===== src/rtl/svfm_pkg.sv =====
// types and constants shared by the supply voltage filter monitor
// no dependencies
package svfm_pkg;

  localparam int ADC_W      = 16;
  localparam int MV_W       = 13;
  localparam int MVRAW_W    = 14;
  localparam int PROD_W     = 30;
  localparam int HYST_W     = 10;
  localparam int DEB_W      = 4;
  localparam int WARM_W     = 6;
  localparam int LVL_W      = 2;
  localparam int CFG_IDX_W  = 3;
  localparam int CFG_DATA_W = 13;
  localparam int QUEUE_DEPTH = 2;

  localparam logic [MVRAW_W-1:0] MV_SCALE      = 14'd8580;
  localparam logic [MVRAW_W-1:0] VALID_LOW_MV  = 14'd3000;
  localparam logic [MVRAW_W-1:0] VALID_HIGH_MV = 14'd7000;
  localparam logic [MV_W-1:0]    ENGAGE_MIN_MV = 13'd2500;

  localparam logic [MV_W-1:0]   RST_LEVEL1   = 13'd4300;
  localparam logic [MV_W-1:0]   RST_LEVEL2   = 13'd4150;
  localparam logic [MV_W-1:0]   RST_LEVEL3   = 13'd3950;
  localparam logic [HYST_W-1:0] RST_HYST     = 10'd130;
  localparam logic [DEB_W-1:0]  RST_DEBOUNCE = 4'd3;
  localparam logic [WARM_W-1:0] RST_WARMUP   = 6'd20;
  localparam logic [MV_W-1:0]   RST_SPREAD   = 13'd300;
  localparam logic [MV_W-1:0]   RST_CEILING  = 13'd5000;

  typedef enum logic [CFG_IDX_W-1:0] {
    CFG_LEVEL1   = 3'd0,
    CFG_LEVEL2   = 3'd1,
    CFG_LEVEL3   = 3'd2,
    CFG_HYST     = 3'd3,
    CFG_DEBOUNCE = 3'd4,
    CFG_WARMUP   = 3'd5,
    CFG_SPREAD   = 3'd6,
    CFG_CEILING  = 3'd7
  } cfg_idx_t;

  typedef struct packed {
    logic [MV_W-1:0]   level1;
    logic [MV_W-1:0]   level2;
    logic [MV_W-1:0]   level3;
    logic [HYST_W-1:0] hyst;
    logic [DEB_W-1:0]  debounce;
    logic [WARM_W-1:0] warmup;
    logic [MV_W-1:0]   spread;
    logic [MV_W-1:0]   ceiling;
  } cfg_t;

  typedef struct packed {
    logic            acc;
    logic [MV_W-1:0] mv;
  } sample_t;

  typedef enum logic [3:0] {
    ST_IDLE,
    ST_WRITE,
    ST_SCAN,
    ST_SCAN_END,
    ST_RING_FV,
    ST_RING_DIV,
    ST_HIST_WRITE,
    ST_HIST_SCAN,
    ST_HIST_FV,
    ST_HIST_DIV,
    ST_LEVEL,
    ST_DONE
  } back_state_t;

endpackage


===== src/rtl/svfm_if.sv =====
// channel interfaces of the supply voltage filter monitor
// depends on svfm_pkg
interface svfm_in_if;
  logic                        valid;
  logic                        ready;
  logic [svfm_pkg::ADC_W-1:0]  adc_sample;
  modport source (output valid, adc_sample, input ready);
  modport sink (input valid, adc_sample, output ready);
endinterface

interface svfm_out_if;
  logic                        valid;
  logic                        ready;
  logic                        accepted;
  logic [svfm_pkg::MV_W-1:0]   smoothed_mv;
  logic [svfm_pkg::LVL_W-1:0]  warn_level;
  logic                        low_voltage;
  logic                        level_changed;
  modport source (output valid, accepted, smoothed_mv, warn_level, low_voltage,
                  level_changed, input ready);
  modport sink (input valid, accepted, smoothed_mv, warn_level, low_voltage,
                level_changed, output ready);
endinterface

interface svfm_cfg_if;
  logic                             valid;
  logic                             ready;
  logic [svfm_pkg::CFG_IDX_W-1:0]   index;
  logic [svfm_pkg::CFG_DATA_W-1:0]  data;
  modport source (output valid, index, data, input ready);
  modport sink (input valid, index, data, output ready);
endinterface


===== src/rtl/svfm_fifo.sv =====
// short queue between the front and back parts
// depends on svfm_pkg
module svfm_fifo (
  input  logic              clk,
  input  logic              rst_n,
  input  logic              push,
  input  svfm_pkg::sample_t push_data,
  output logic              full,
  input  logic              pop,
  output svfm_pkg::sample_t pop_data,
  output logic              empty
);
  localparam int PW = $clog2(svfm_pkg::QUEUE_DEPTH);
  localparam int CW = $clog2(svfm_pkg::QUEUE_DEPTH + 1);

  svfm_pkg::sample_t mem_r [svfm_pkg::QUEUE_DEPTH];
  logic [PW-1:0] wr_ptr_r, rd_ptr_r;
  logic [CW-1:0] count_r;

  assign full     = (count_r == CW'(svfm_pkg::QUEUE_DEPTH));
  assign empty    = (count_r == '0);
  assign pop_data = mem_r[rd_ptr_r];

  always_ff @(posedge clk) begin
    if (push) begin
      mem_r[wr_ptr_r] <= push_data;
    end
  end

  always_ff @(posedge clk) begin
    if (!rst_n) begin
      wr_ptr_r <= '0;
      rd_ptr_r <= '0;
      count_r  <= '0;
    end else begin
      if (push) wr_ptr_r <= wr_ptr_r + 1'b1;
      if (pop)  rd_ptr_r <= rd_ptr_r + 1'b1;
      if (push && !pop) count_r <= count_r + 1'b1;
      else if (pop && !push) count_r <= count_r - 1'b1;
    end
  end
endmodule


===== src/rtl/svfm_div.sv =====
// restoring divider, one quotient bit per cycle
// no package dependencies
module svfm_div #(
  parameter int DVD_W = 19,
  parameter int DVS_W = 6
) (
  input  logic             clk,
  input  logic             rst_n,
  input  logic             start,
  input  logic [DVD_W-1:0] dividend,
  input  logic [DVS_W-1:0] divisor,
  output logic             done,
  output logic [DVD_W-1:0] quotient
);
  localparam int NW = $clog2(DVD_W + 1);

  logic [DVD_W-1:0] quo_r;
  logic [DVS_W-1:0] rem_r, dvs_r;
  logic [NW-1:0]    cnt_r;
  logic             run_r, done_r;
  logic [DVS_W:0]   shifted;
  logic             fits;

  assign shifted  = {rem_r, quo_r[DVD_W-1]};
  assign fits     = (shifted >= {1'b0, dvs_r});
  assign done     = done_r;
  assign quotient = quo_r;

  always_ff @(posedge clk) begin
    if (start) begin
      quo_r <= dividend;
      rem_r <= '0;
      dvs_r <= divisor;
    end else if (run_r) begin
      rem_r <= fits ? DVS_W'(shifted - {1'b0, dvs_r}) : DVS_W'(shifted);
      quo_r <= {quo_r[DVD_W-2:0], fits};
    end
  end

  always_ff @(posedge clk) begin
    if (!rst_n) begin
      run_r  <= 1'b0;
      done_r <= 1'b0;
      cnt_r  <= '0;
    end else begin
      done_r <= 1'b0;
      if (start) begin
        run_r <= 1'b1;
        cnt_r <= NW'(DVD_W);
      end else if (run_r) begin
        cnt_r <= cnt_r - 1'b1;
        if (cnt_r == NW'(1)) begin
          run_r  <= 1'b0;
          done_r <= 1'b1;
        end
      end
    end
  end
endmodule


===== src/rtl/svfm_front.sv =====
// front part: millivolt conversion, range check and warm-up
// depends on svfm_pkg and svfm_if
module svfm_front (
  input  logic               clk,
  input  logic               rst_n,
  svfm_in_if.sink            in_ch,
  input  svfm_pkg::cfg_t     cfg,
  input  logic               full,
  output logic               push,
  output svfm_pkg::sample_t  push_data
);
  logic [svfm_pkg::PROD_W-1:0]  prod;
  logic [svfm_pkg::MVRAW_W-1:0] mv_raw;
  logic [svfm_pkg::WARM_W-1:0]  warm_r;
  logic in_range, warm_busy;

  assign prod      = svfm_pkg::PROD_W'(in_ch.adc_sample)
                   * svfm_pkg::PROD_W'(svfm_pkg::MV_SCALE);
  assign mv_raw    = prod[svfm_pkg::PROD_W-1:16];
  assign in_range  = (mv_raw >= svfm_pkg::VALID_LOW_MV) && (mv_raw <= svfm_pkg::VALID_HIGH_MV);
  assign warm_busy = (warm_r < cfg.warmup);

  assign in_ch.ready = !full;
  assign push        = in_ch.valid && !full;
  assign push_data.acc = in_range && !warm_busy;
  assign push_data.mv  = (mv_raw > {1'b0, cfg.ceiling}) ? cfg.ceiling
                                                        : mv_raw[svfm_pkg::MV_W-1:0];

  always_ff @(posedge clk) begin
    if (!rst_n) begin
      warm_r <= '0;
    end else if (push && in_range && warm_busy) begin
      warm_r <= warm_r + 1'b1;
    end
  end
endmodule


===== src/rtl/svfm_back.sv =====
// back part: sample ring scan, history average and level debounce
// depends on svfm_pkg, svfm_if and svfm_div
module svfm_back #(
  parameter int RING_DEPTH    = 60,
  parameter int HISTORY_DEPTH = 5
) (
  input  logic              clk,
  input  logic              rst_n,
  input  svfm_pkg::cfg_t    cfg,
  input  logic              empty,
  input  svfm_pkg::sample_t pop_data,
  output logic              pop,
  svfm_out_if.source        out_ch
);
  localparam int MW     = svfm_pkg::MV_W;
  localparam int RW     = $clog2(RING_DEPTH);
  localparam int CNT_W  = $clog2(RING_DEPTH + 1);
  localparam int SUM_W  = MW + CNT_W;
  localparam int HW     = (HISTORY_DEPTH > 1) ? $clog2(HISTORY_DEPTH) : 1;
  localparam int HCNT_W = $clog2(HISTORY_DEPTH + 1);
  localparam int HSUM_W = MW + HCNT_W;
  localparam int DVD_W  = (SUM_W > HSUM_W) ? SUM_W : HSUM_W;
  localparam int DVS_W  = (CNT_W > HCNT_W) ? CNT_W : HCNT_W;

  svfm_pkg::back_state_t state_r, state_nxt;
  svfm_pkg::sample_t     item_r;

  logic [MW-1:0]         ring_mem [RING_DEPTH];
  logic [RING_DEPTH-1:0] ring_vld_r;
  logic [RW-1:0]         ring_idx_r, scan_idx_r;
  logic [MW-1:0]         rd_raw_r;
  logic                  rd_vld_r;
  logic [MW-1:0]         mn_r, mx_r, fv_r;
  logic [SUM_W-1:0]      sum_r;
  logic [CNT_W-1:0]      cnt_r;

  logic [MW-1:0]         hist_r [HISTORY_DEPTH];
  logic [HW-1:0]         hidx_r, hscan_r;
  logic [HSUM_W-1:0]     hsum_r;
  logic [HCNT_W-1:0]     hcnt_r;

  logic [MW-1:0]                filt_r;
  logic [svfm_pkg::LVL_W-1:0]   level_r, before_r;
  logic [svfm_pkg::DEB_W-1:0]   worse_r, recov_r;
  logic                         out_valid_r;

  logic              div_start, div_done;
  logic [DVD_W-1:0]  div_dividend, div_quo;
  logic [DVS_W-1:0]  div_divisor;
  logic              load_out;

  // ring statistics helpers
  logic [MW-1:0] scan_s, spread, mid, fvc, quo_mv;
  logic [MW:0]   mxmn;
  logic [MW-2:0] half;
  logic          use_mean;
  logic [MW-1:0] hist_s;

  // level helpers
  logic [svfm_pkg::LVL_W-1:0] target;
  logic [MW-1:0]              thr_prev;
  logic [MW:0]                margin;

  assign scan_s   = rd_vld_r ? rd_raw_r : '0;
  assign spread   = mx_r - mn_r;
  assign mxmn     = {1'b0, mx_r} + {1'b0, mn_r};
  assign mid      = mxmn[MW:1];
  assign half     = spread[MW-1:1];
  assign use_mean = (spread > cfg.spread);
  assign hist_s   = hist_r[hscan_r];
  assign quo_mv   = (div_quo > DVD_W'(cfg.ceiling)) ? cfg.ceiling : div_quo[MW-1:0];

  always_comb begin
    logic [MW-1:0] t;
    t = (mid >= {1'b0, half}) ? (mid - {1'b0, half}) : '0;
    if (t < mn_r) t = mn_r;
    fvc = (t > cfg.ceiling) ? cfg.ceiling : t;
  end

  always_comb begin
    if (filt_r >= cfg.level1)      target = 2'd0;
    else if (filt_r >= cfg.level2) target = 2'd1;
    else if (filt_r >= cfg.level3) target = 2'd2;
    else                           target = 2'd3;
    case (level_r)
      2'd1:    thr_prev = cfg.level1;
      2'd2:    thr_prev = cfg.level2;
      default: thr_prev = cfg.level3;
    endcase
    margin = {1'b0, thr_prev} + (MW + 1)'(cfg.hyst);
  end

  svfm_div #(.DVD_W(DVD_W), .DVS_W(DVS_W)) u_div (
    .clk      (clk),
    .rst_n    (rst_n),
    .start    (div_start),
    .dividend (div_dividend),
    .divisor  (div_divisor),
    .done     (div_done),
    .quotient (div_quo)
  );

  always_ff @(posedge clk) begin
    if (!rst_n) state_r <= svfm_pkg::ST_IDLE;
    else        state_r <= state_nxt;
  end

  always_comb begin
    state_nxt    = state_r;
    pop          = 1'b0;
    div_start    = 1'b0;
    div_dividend = DVD_W'(sum_r);
    div_divisor  = DVS_W'(cnt_r);
    load_out     = 1'b0;
    unique case (state_r)
      svfm_pkg::ST_IDLE: begin
        if (!empty) begin
          pop       = 1'b1;
          state_nxt = pop_data.acc ? svfm_pkg::ST_WRITE : svfm_pkg::ST_DONE;
        end
      end
      svfm_pkg::ST_WRITE: state_nxt = svfm_pkg::ST_SCAN;
      svfm_pkg::ST_SCAN: begin
        if (scan_idx_r == RW'(RING_DEPTH - 1)) state_nxt = svfm_pkg::ST_SCAN_END;
      end
      svfm_pkg::ST_SCAN_END: state_nxt = svfm_pkg::ST_RING_FV;
      svfm_pkg::ST_RING_FV: begin
        if (cnt_r != '0 && use_mean) begin
          div_start = 1'b1;
          state_nxt = svfm_pkg::ST_RING_DIV;
        end else begin
          state_nxt = svfm_pkg::ST_HIST_WRITE;
        end
      end
      svfm_pkg::ST_RING_DIV: begin
        if (div_done) state_nxt = svfm_pkg::ST_HIST_WRITE;
      end
      svfm_pkg::ST_HIST_WRITE: state_nxt = svfm_pkg::ST_HIST_SCAN;
      svfm_pkg::ST_HIST_SCAN: begin
        if (hscan_r == HW'(HISTORY_DEPTH - 1)) state_nxt = svfm_pkg::ST_HIST_FV;
      end
      svfm_pkg::ST_HIST_FV: begin
        div_dividend = DVD_W'(hsum_r);
        div_divisor  = DVS_W'(hcnt_r);
        if (hcnt_r != '0) begin
          div_start = 1'b1;
          state_nxt = svfm_pkg::ST_HIST_DIV;
        end else begin
          state_nxt = svfm_pkg::ST_LEVEL;
        end
      end
      svfm_pkg::ST_HIST_DIV: begin
        if (div_done) state_nxt = svfm_pkg::ST_LEVEL;
      end
      svfm_pkg::ST_LEVEL: state_nxt = svfm_pkg::ST_DONE;
      svfm_pkg::ST_DONE: begin
        if (!out_valid_r || out_ch.ready) begin
          load_out  = 1'b1;
          state_nxt = svfm_pkg::ST_IDLE;
        end
      end
      default: state_nxt = svfm_pkg::ST_IDLE;
    endcase
  end

  // ring memory: one write port, one registered read port
  always_ff @(posedge clk) begin
    if (state_r == svfm_pkg::ST_WRITE) ring_mem[ring_idx_r] <= item_r.mv;
    rd_raw_r <= ring_mem[scan_idx_r];
    rd_vld_r <= ring_vld_r[scan_idx_r];
  end

  // per-item working registers
  always_ff @(posedge clk) begin
    if (pop) begin
      item_r   <= pop_data;
      before_r <= level_r;
    end
    case (state_r)
      svfm_pkg::ST_WRITE: begin
        scan_idx_r <= '0;
        mn_r  <= '0;
        mx_r  <= '0;
        sum_r <= '0;
        cnt_r <= '0;
      end
      svfm_pkg::ST_SCAN, svfm_pkg::ST_SCAN_END: begin
        if (state_r == svfm_pkg::ST_SCAN) scan_idx_r <= scan_idx_r + 1'b1;
        // first scan cycle has no read data yet
        if (!(state_r == svfm_pkg::ST_SCAN && scan_idx_r == '0) && scan_s != '0) begin
          if (cnt_r == '0 || scan_s < mn_r) mn_r <= scan_s;
          if (cnt_r == '0 || scan_s > mx_r) mx_r <= scan_s;
          sum_r <= sum_r + SUM_W'(scan_s);
          cnt_r <= cnt_r + 1'b1;
        end
      end
      svfm_pkg::ST_RING_FV: begin
        if (cnt_r == '0) fv_r <= cfg.ceiling;
        else if (!use_mean) fv_r <= fvc;
      end
      svfm_pkg::ST_RING_DIV: begin
        if (div_done) fv_r <= quo_mv;
      end
      svfm_pkg::ST_HIST_WRITE: begin
        hscan_r <= '0;
        hsum_r  <= '0;
        hcnt_r  <= '0;
      end
      svfm_pkg::ST_HIST_SCAN: begin
        hscan_r <= hscan_r + 1'b1;
        if (hist_s != '0) begin
          hsum_r <= hsum_r + HSUM_W'(hist_s);
          hcnt_r <= hcnt_r + 1'b1;
        end
      end
      default: ;
    endcase
  end

  // persistent state
  always_ff @(posedge clk) begin
    if (!rst_n) begin
      ring_vld_r <= '0;
      ring_idx_r <= '0;
      hidx_r     <= '0;
      for (int i = 0; i < HISTORY_DEPTH; i++) hist_r[i] <= '0;
      filt_r     <= '0;
      level_r    <= '0;
      worse_r    <= '0;
      recov_r    <= '0;
    end else begin
      case (state_r)
        svfm_pkg::ST_WRITE: begin
          ring_vld_r[ring_idx_r] <= 1'b1;
          ring_idx_r <= (ring_idx_r == RW'(RING_DEPTH - 1)) ? '0 : ring_idx_r + 1'b1;
        end
        svfm_pkg::ST_HIST_WRITE: begin
          hist_r[hidx_r] <= fv_r;
          hidx_r <= (hidx_r == HW'(HISTORY_DEPTH - 1)) ? '0 : hidx_r + 1'b1;
        end
        svfm_pkg::ST_HIST_FV: begin
          if (hcnt_r == '0) filt_r <= cfg.ceiling;
        end
        svfm_pkg::ST_HIST_DIV: begin
          if (div_done) filt_r <= div_quo[MW-1:0];
        end
        svfm_pkg::ST_LEVEL: begin
          if (filt_r > svfm_pkg::ENGAGE_MIN_MV) begin
            if (target > level_r) begin
              if (worse_r >= cfg.debounce) level_r <= target;
              else worse_r <= worse_r + 1'b1;
              recov_r <= '0;
            end else if (target < level_r) begin
              if ({1'b0, filt_r} > margin) begin
                if (recov_r >= cfg.debounce) level_r <= level_r - 1'b1;
                else recov_r <= recov_r + 1'b1;
              end else begin
                recov_r <= '0;
              end
              worse_r <= '0;
            end else begin
              worse_r <= '0;
              recov_r <= '0;
            end
          end
        end
        default: ;
      endcase
    end
  end

  // result register
  always_ff @(posedge clk) begin
    if (!rst_n) begin
      out_valid_r <= 1'b0;
    end else if (load_out) begin
      out_valid_r <= 1'b1;
    end else if (out_ch.ready) begin
      out_valid_r <= 1'b0;
    end
  end

  always_ff @(posedge clk) begin
    if (load_out) begin
      out_ch.accepted      <= item_r.acc;
      out_ch.smoothed_mv   <= filt_r;
      out_ch.warn_level    <= level_r;
      out_ch.low_voltage   <= (level_r != '0);
      out_ch.level_changed <= (level_r != before_r);
    end
  end

  assign out_ch.valid = out_valid_r;
endmodule


===== src/rtl/supply_voltage_filter_monitor.sv =====
// top level of the supply voltage filter monitor: config registers, front, queue, back
// depends on svfm_pkg, svfm_if, svfm_fifo, svfm_front, svfm_back
//
// One result per input sample. A sample that fails the 3000..7000 mV window or
// falls in warm-up skips the ring and history and goes from the queue straight
// to the result register. For a kept sample the ring is swept through its single
// read port one entry a cycle, and the mean, when the ring spread exceeds the
// limit, and the history average each go through a one-bit-per-cycle divider.
// A two-entry queue lets new samples enter while the back part works, and the
// result register holds a result until it is taken. Config writes are always
// ready and take effect at once; write them only while the block is idle.
module supply_voltage_filter_monitor #(
  parameter int RING_DEPTH    = 60,
  parameter int HISTORY_DEPTH = 5
) (
  input  logic        clk,
  input  logic        rst_n,
  svfm_in_if.sink     in_ch,
  svfm_out_if.source  out_ch,
  svfm_cfg_if.sink    cfg_ch
);
  svfm_pkg::cfg_t    cfg_r;
  svfm_pkg::sample_t push_data, pop_data;
  logic push, pop, full, empty;

  assign cfg_ch.ready = 1'b1;

  always_ff @(posedge clk) begin
    if (!rst_n) begin
      cfg_r.level1   <= svfm_pkg::RST_LEVEL1;
      cfg_r.level2   <= svfm_pkg::RST_LEVEL2;
      cfg_r.level3   <= svfm_pkg::RST_LEVEL3;
      cfg_r.hyst     <= svfm_pkg::RST_HYST;
      cfg_r.debounce <= svfm_pkg::RST_DEBOUNCE;
      cfg_r.warmup   <= svfm_pkg::RST_WARMUP;
      cfg_r.spread   <= svfm_pkg::RST_SPREAD;
      cfg_r.ceiling  <= svfm_pkg::RST_CEILING;
    end else if (cfg_ch.valid) begin
      unique case (svfm_pkg::cfg_idx_t'(cfg_ch.index))
        svfm_pkg::CFG_LEVEL1:   cfg_r.level1   <= cfg_ch.data;
        svfm_pkg::CFG_LEVEL2:   cfg_r.level2   <= cfg_ch.data;
        svfm_pkg::CFG_LEVEL3:   cfg_r.level3   <= cfg_ch.data;
        svfm_pkg::CFG_HYST:     cfg_r.hyst     <= cfg_ch.data[svfm_pkg::HYST_W-1:0];
        svfm_pkg::CFG_DEBOUNCE: cfg_r.debounce <= cfg_ch.data[svfm_pkg::DEB_W-1:0];
        svfm_pkg::CFG_WARMUP:   cfg_r.warmup   <= cfg_ch.data[svfm_pkg::WARM_W-1:0];
        svfm_pkg::CFG_SPREAD:   cfg_r.spread   <= cfg_ch.data;
        svfm_pkg::CFG_CEILING:  cfg_r.ceiling  <= cfg_ch.data;
        default: ;
      endcase
    end
  end

  svfm_front u_front (
    .clk       (clk),
    .rst_n     (rst_n),
    .in_ch     (in_ch),
    .cfg       (cfg_r),
    .full      (full),
    .push      (push),
    .push_data (push_data)
  );

  svfm_fifo u_fifo (
    .clk       (clk),
    .rst_n     (rst_n),
    .push      (push),
    .push_data (push_data),
    .full      (full),
    .pop       (pop),
    .pop_data  (pop_data),
    .empty     (empty)
  );

  svfm_back #(.RING_DEPTH(RING_DEPTH), .HISTORY_DEPTH(HISTORY_DEPTH)) u_back (
    .clk      (clk),
    .rst_n    (rst_n),
    .cfg      (cfg_r),
    .empty    (empty),
    .pop_data (pop_data),
    .pop      (pop),
    .out_ch   (out_ch)
  );
endmodule


===== src/flat_wrapper.sv =====
// flat-port wrapper written by rule: the top's interface ports become plain ports
module supply_voltage_filter_monitor_flat 
#(
  parameter int RING_DEPTH    = 60,
  parameter int HISTORY_DEPTH = 5
)
  (clk, rst_n, in_ch_valid, in_ch_adc_sample, in_ch_ready, out_ch_valid, out_ch_accepted, out_ch_smoothed_mv, out_ch_warn_level, out_ch_low_voltage, out_ch_level_changed, out_ch_ready, cfg_ch_valid, cfg_ch_index, cfg_ch_data, cfg_ch_ready);
  svfm_in_if in_ch_i ();
  svfm_out_if out_ch_i ();
  svfm_cfg_if cfg_ch_i ();
  input  logic clk;
  input  logic rst_n;
  input wire logic [$bits(in_ch_i.valid)-1:0] in_ch_valid;
  input wire logic [$bits(in_ch_i.adc_sample)-1:0] in_ch_adc_sample;
  output wire logic [$bits(in_ch_i.ready)-1:0] in_ch_ready;
  output wire logic [$bits(out_ch_i.valid)-1:0] out_ch_valid;
  output wire logic [$bits(out_ch_i.accepted)-1:0] out_ch_accepted;
  output wire logic [$bits(out_ch_i.smoothed_mv)-1:0] out_ch_smoothed_mv;
  output wire logic [$bits(out_ch_i.warn_level)-1:0] out_ch_warn_level;
  output wire logic [$bits(out_ch_i.low_voltage)-1:0] out_ch_low_voltage;
  output wire logic [$bits(out_ch_i.level_changed)-1:0] out_ch_level_changed;
  input wire logic [$bits(out_ch_i.ready)-1:0] out_ch_ready;
  input wire logic [$bits(cfg_ch_i.valid)-1:0] cfg_ch_valid;
  input wire logic [$bits(cfg_ch_i.index)-1:0] cfg_ch_index;
  input wire logic [$bits(cfg_ch_i.data)-1:0] cfg_ch_data;
  output wire logic [$bits(cfg_ch_i.ready)-1:0] cfg_ch_ready;
  assign in_ch_i.valid = in_ch_valid;
  assign in_ch_i.adc_sample = in_ch_adc_sample;
  assign in_ch_ready = in_ch_i.ready;
  assign out_ch_valid = out_ch_i.valid;
  assign out_ch_accepted = out_ch_i.accepted;
  assign out_ch_smoothed_mv = out_ch_i.smoothed_mv;
  assign out_ch_warn_level = out_ch_i.warn_level;
  assign out_ch_low_voltage = out_ch_i.low_voltage;
  assign out_ch_level_changed = out_ch_i.level_changed;
  assign out_ch_i.ready = out_ch_ready;
  assign cfg_ch_i.valid = cfg_ch_valid;
  assign cfg_ch_i.index = cfg_ch_index;
  assign cfg_ch_i.data = cfg_ch_data;
  assign cfg_ch_ready = cfg_ch_i.ready;
  supply_voltage_filter_monitor #(.RING_DEPTH(RING_DEPTH), .HISTORY_DEPTH(HISTORY_DEPTH)) u_core (.clk(clk), .rst_n(rst_n), .in_ch(in_ch_i), .out_ch(out_ch_i), .cfg_ch(cfg_ch_i));
endmodule

===== config.mk =====
export PLATFORM = sky130hd
export DESIGN_NAME = supply_voltage_filter_monitor_flat
export DESIGN_NICKNAME = d
export VERILOG_FILES = /design/src/rtl/svfm_pkg.sv /design/src/rtl/svfm_if.sv /design/src/rtl/svfm_fifo.sv /design/src/rtl/svfm_div.sv /design/src/rtl/svfm_front.sv /design/src/rtl/svfm_back.sv /design/src/rtl/supply_voltage_filter_monitor.sv /design/src/flat_wrapper.sv
export SDC_FILE = /design/constraint.sdc
export NUM_CORES = 2
export LEC_CHECK = 0
export BUFFER_PORTS_ARGS = -buffer_cell sky130_fd_sc_hd__buf_4
export CORE_ASPECT_RATIO = 2
export CORE_MARGIN = 2
export CORE_UTILIZATION = 40
export CTS_CLUSTER_DIAMETER = 60
export DETAILED_ROUTE_END_ITERATION = 6
export GPL_ROUTABILITY_DRIVEN = 0
export PLACE_DENSITY = 0.64
export RECOVER_POWER = 100
export SYNTH_ARGS = -nofsm -noshare
export SYNTH_HDL_FRONTEND = slang
export SYNTH_HIERARCHICAL = 1
export SYNTH_SLANG_ARGS = --single-unit

===== constraint.sdc =====
create_clock -name clk -period 7.5 [get_ports clk]
set_input_delay 0.75 -clock clk [delete_from_list [all_inputs] [get_ports clk]]
set_output_delay 0.75 -clock clk [all_outputs]
set_load 0.005 [all_outputs]

==> summary.md <==
| Metric | Value |
|---|---|
| Post-synthesis cell type count | 101 |
| Clock latency on the worst-skew pair | approximately 0.75 ns |
| Average cell area after synthesis | 14.7 um2 |
| Top Ports | 58 |
| Period Utilization, post-route | 1.02 |
| Final net count | approximately 4800 |
| Failing checks | capacitance limit, slew limit, setup timing |
| Bufs on Longest Clock Path | 3 |
| DR vias/cell | 5.53 |
| DR WL/cell | 24.2 um |
| Final Worst Setup Slack | -0.124 ns |
| HPWL after DPL | ~110000 um |
| Max Cap Violations | 35 |
| Finished Core Util | 0.456 |
| FP Rows | 202 |
| GRT Residual Overflow | 0 |
| First-pass GRT wire length | 230000 um |
| Pre-Repair DR Iteration Count | 7 |
| DRC viols | 0 |
| Crit path max fanout | 6 |
| Port Buf Inserts | 56 |
| Pin count of the biggest net entering global routing | 170 |
| Die width | 280 um |
| Hold Slack | roughly 0.31 ns |
| Die height | about 560 um |
| Async SR Flop Fraction | 0 |
| Period minus WS final | around 7.6 ns |
| CP max stage cell | edfxtp_1 |
| Die footprint | between 150000 and 200000 um2 |
| CTS tree | done |
| Clock Tree Root | clkbuf_16 |
| Final Skew | between 0.08 and 0.09 ns |
| H-Tree Depth | 3 |
| Final hold violation count | 0 |
| Vias post-DR | approximately 35000 |
| Setup Slack @ Placement | -0.410 ns |
| Core area | approximately 150000 um2 |
| WL final | about 150000 um |
| Combinational share of power | 0.545 |
| Worst EP required | roughly 8.0 ns |
| Fmax achieved | 131 MHz |
| Slowest cell delay on critical path | 0.46 ns |
| Clock transition at the registers of the reported paths | ~0.07 ns |
| Gate Count Post-Synth | approximately 4200 |
| Post-Syn Area | 60900 um2 |
| Initial antenna violation count | 2 |
| Static leakage | between 20 and 25 nW |
| VDD IR max | slightly below 0.6 mV |
| Ys flop type | edfxtp_1 |
| Startpoint Class | register |
| Crit end category | register |
| Internal power | approximately 21 mW |
| Area post-placement | about 65000 um2 |
| Iter 0 DRT Violations | around 2400 |
| Slew Limit Fails | ~1400 |
| Worst slew pin tran | 4.11 ns |
| Clk pwr share | 0.175 |
| Hold Buf Count CTS | 0 |
| Slew headroom | -1.74 |
| Flops & latches, synth | ~1300 |
| Register share of total power | 0.280 |
| Sw frac | 0.373 |
| CP arrival | around 8.1 ns |
| Worst Hold Class | in -> reg |
| Yosys warning total | 6 |
| Sw power | about 13 mW |
| Mapped Nets | approximately 4500 |
| Post-synthesis sequential area ratio | 0.598 |
| PwrDens | 493 nW/um2 |
| Setup CP Type | reg -> reg |
| Inserted Clock Buffers | 109 |
| Status | complete, but fails checks |
| Antenna viol nets, final | 0 |
| Vias in the first global route | ~37000 |
| RSZ-0062 raised after global routing | true |
| Initial core utilization | 0.403 |
| Final setup violation count | 13 |
| GR Util All Layers | 0.198 |
| Area grow syn2layout | 13.1% |
| Post-synth EDFFs | between 1000 and 1500 |
| Share of cells above drive strength 1 | 0.198 |
| Total power draw | between 30 and 40 mW |
| Clock sink total | approximately 1300 |
| Design area | 68900 um2 |
-- worst max-delay path: cells and delay by family, from the launching register on --
family | cells | cell delay (ns)
xor+xnor | 1 | 0.10
compound gates | 19 | 3.34
simple gates | 7 | 1.03
mux | 2 | 0.69
flops | 1 | 0.46
buf+inv | 6 | 0.71
fa+ha+maj | 4 | 1.03
-- kinds of logic after synthesis --
kind of cell / after synthesis / share of synthesized area
flops: 1286 / 0.598
simple gates: 909 / 0.0761
compound gates: 608 / 0.0677
mux: 495 / 0.144
buf+inv: 417 / 0.0276
fa+ha+maj: 342 / 0.0733
xor+xnor: 93 / 0.0136
other cells: 1 / 0.0000616
-- routing by layer --
layer / track usage / up-vias / part of all wire
met3: 0.0224 / 365 / 0.034
li1: - / 16300 / -
met1: 0.189 / 17900 / 0.32
met5: 0 / - / 0.000084
met2: 0.395 / 871 / 0.57
met4: 0.123 / 2 / 0.069
-- timing repair --
action	CTS	global route
pin swaps	10	34
setup buffers	14	12
cloned	0	2
gates resized for setup	20	75
setup endpoints to repair	13	13
-- registers in the layout, summed over array words and instances, names as in the netlist, 5 cells and up, named ones only --
register / cells
u_core/u_back/item_r: 14
u_core/u_back/fv_r: 13
u_core/u_back/hist_r: 104
u_core/u_back/mx_r: 13
u_core/u_back/hsum_r: 16
u_core/u_fifo/mem_r: 28
u_core/u_back/u_div/rem_r: 6
u_core/u_back/scan_idx_r: 6
u_core/u_back/u_div/quotient: 19
u_core/u_back/filt_r: 13
u_core/u_back/out_ch.smoothed_mv: 13
u_core/u_front/warm_r: 6
u_core/cfg_r: 85
u_core/u_back/sum_r: 19
u_core/u_back/rd_raw_r: 13
u_core/u_back/mn_r: 13
u_core/u_back/ring_idx_r: 6
u_core/u_back/u_div/dvs_r: 6
u_core/u_back/cnt_r: 6
u_core/u_back/ring_vld_r: 60
u_core/u_back/u_div/cnt_r: 5
u_core/u_back/ring_mem: 780
-- cell usage in the layout (no fill, tap or decap), types with 87 or more instances in the layout --
| cell type | synthesis | layout |
|---|---|---|
| edfxtp_1 | 1063 | 1063 |
| ha_1 | 316 | 297 |
| mux4_2 | 292 | 292 |
| inv_1 | 229 | 225 |
| dfxtp_1 | 223 | 223 |
| nor2_1 | 222 | 218 |
| buf_4 | 2 | 204 |
| nand2_1 | 203 | 200 |
| mux2i_1 | 117 | 117 |
| a21oi_1 | 132 | 116 |
| o21ai_0 | 110 | 112 |
| clkbuf_16 | 0 | 110 |
| nor2b_1 | 96 | 94 |
| o21a_1 | 87 | 87 |
-- cells in the mapped netlist (12+ instances only) --
cell	n	area [um2]
inv_1	229	860
o21ai_0	110	551
nand3_1	51	255
o21a_1	87	653
nor4_1	26	163
a211oi_1	21	158
dfxtp_1	223	4460
edfxtp_1	1063	31900
or3_1	15	93.8
ha_1	316	3950
mux4_2	292	6580
nand2b_1	38	238
o211a_1	13	130
nand2_1	203	762
and2_1	110	688
buf_1	30	113
a21oi_1	132	661
buf_2	23	115
a22oi_1	17	128
o21bai_1	12	90.1
a21o_1	67	503
o21ai_1	13	65.1
nand4_1	31	194
o211ai_1	26	195
o31ai_1	12	90.1
mux2i_1	117	1170
clkbuf_1	121	454
nor2b_1	96	601
xor2_1	41	359
a31oi_1	13	81.3
fa_1	25	500
nor3_1	48	240
xnor2_1	51	447
nor2_1	222	833
mux2_2	71	800
-- layout make-up --
type / count / area [um2]
Antenna cell: 1 / 2.50
Timing Repair Buffer: 296 / 2010
Inverter: 231 / 867
Clock inverter: 71 / 856
Fill cell: 13200 / 82300
Tap cell: 1938 / 2420
Multi-Input combinational cell: 2449 / 23400
Clock buffer: 137 / 2960
Sequential cell: 1286 / 36400
-- power by group through the flow --
| stage | Sequential, mW | Clock [mW] | Combinational [mW] |
|---|---|---|---|
| detailed placement | 9.57 | 0 | 15.6 |
| global placement | 9.56 | 0 | 15.3 |
| CTS | 9.42 | 6.08 | 16.2 |
| floorplan | 9.50 | 0 | 9.53 |
| global route | 9.54 | 6.31 | 19.8 |
| finish | 9.49 | 5.95 | 18.5 |
-- metrics by stage --
stage | TNS, ns | cells
6_report | -1.28 | 6409
5_1_grt | -5.46 | 6409
4_1_cts | -0.0276 | 6394
3_5_place_dp | -4.99 | 6172
3_3_place_gp | -3.34 | 6172
2_1_floorplan | 0 | 4151
-- final timing paths --
check	startpoint	endpoint	slack, ns	depth (start not counted)
worst max-delay path	u_core/u_back/mx_r[1]$_DFFE_PP_	u_core/u_back/fv_r[2]$_DFFE_PP_	-0.12	39
worst min-delay path	cfg_ch_data[11]	u_core/cfg_r[57]$_SDFFE_PN1P_	0.31	3
worst max register to register	u_core/u_back/mx_r[1]$_DFFE_PP_	u_core/u_back/fv_r[2]$_DFFE_PP_	-0.12	39
worst min register to register	u_core/u_back/item_r[13]$_DFFE_PP_	u_core/u_back/out_ch.accepted$_DFFE_PP_	0.42	0
(Power assumes the default switching activity.)
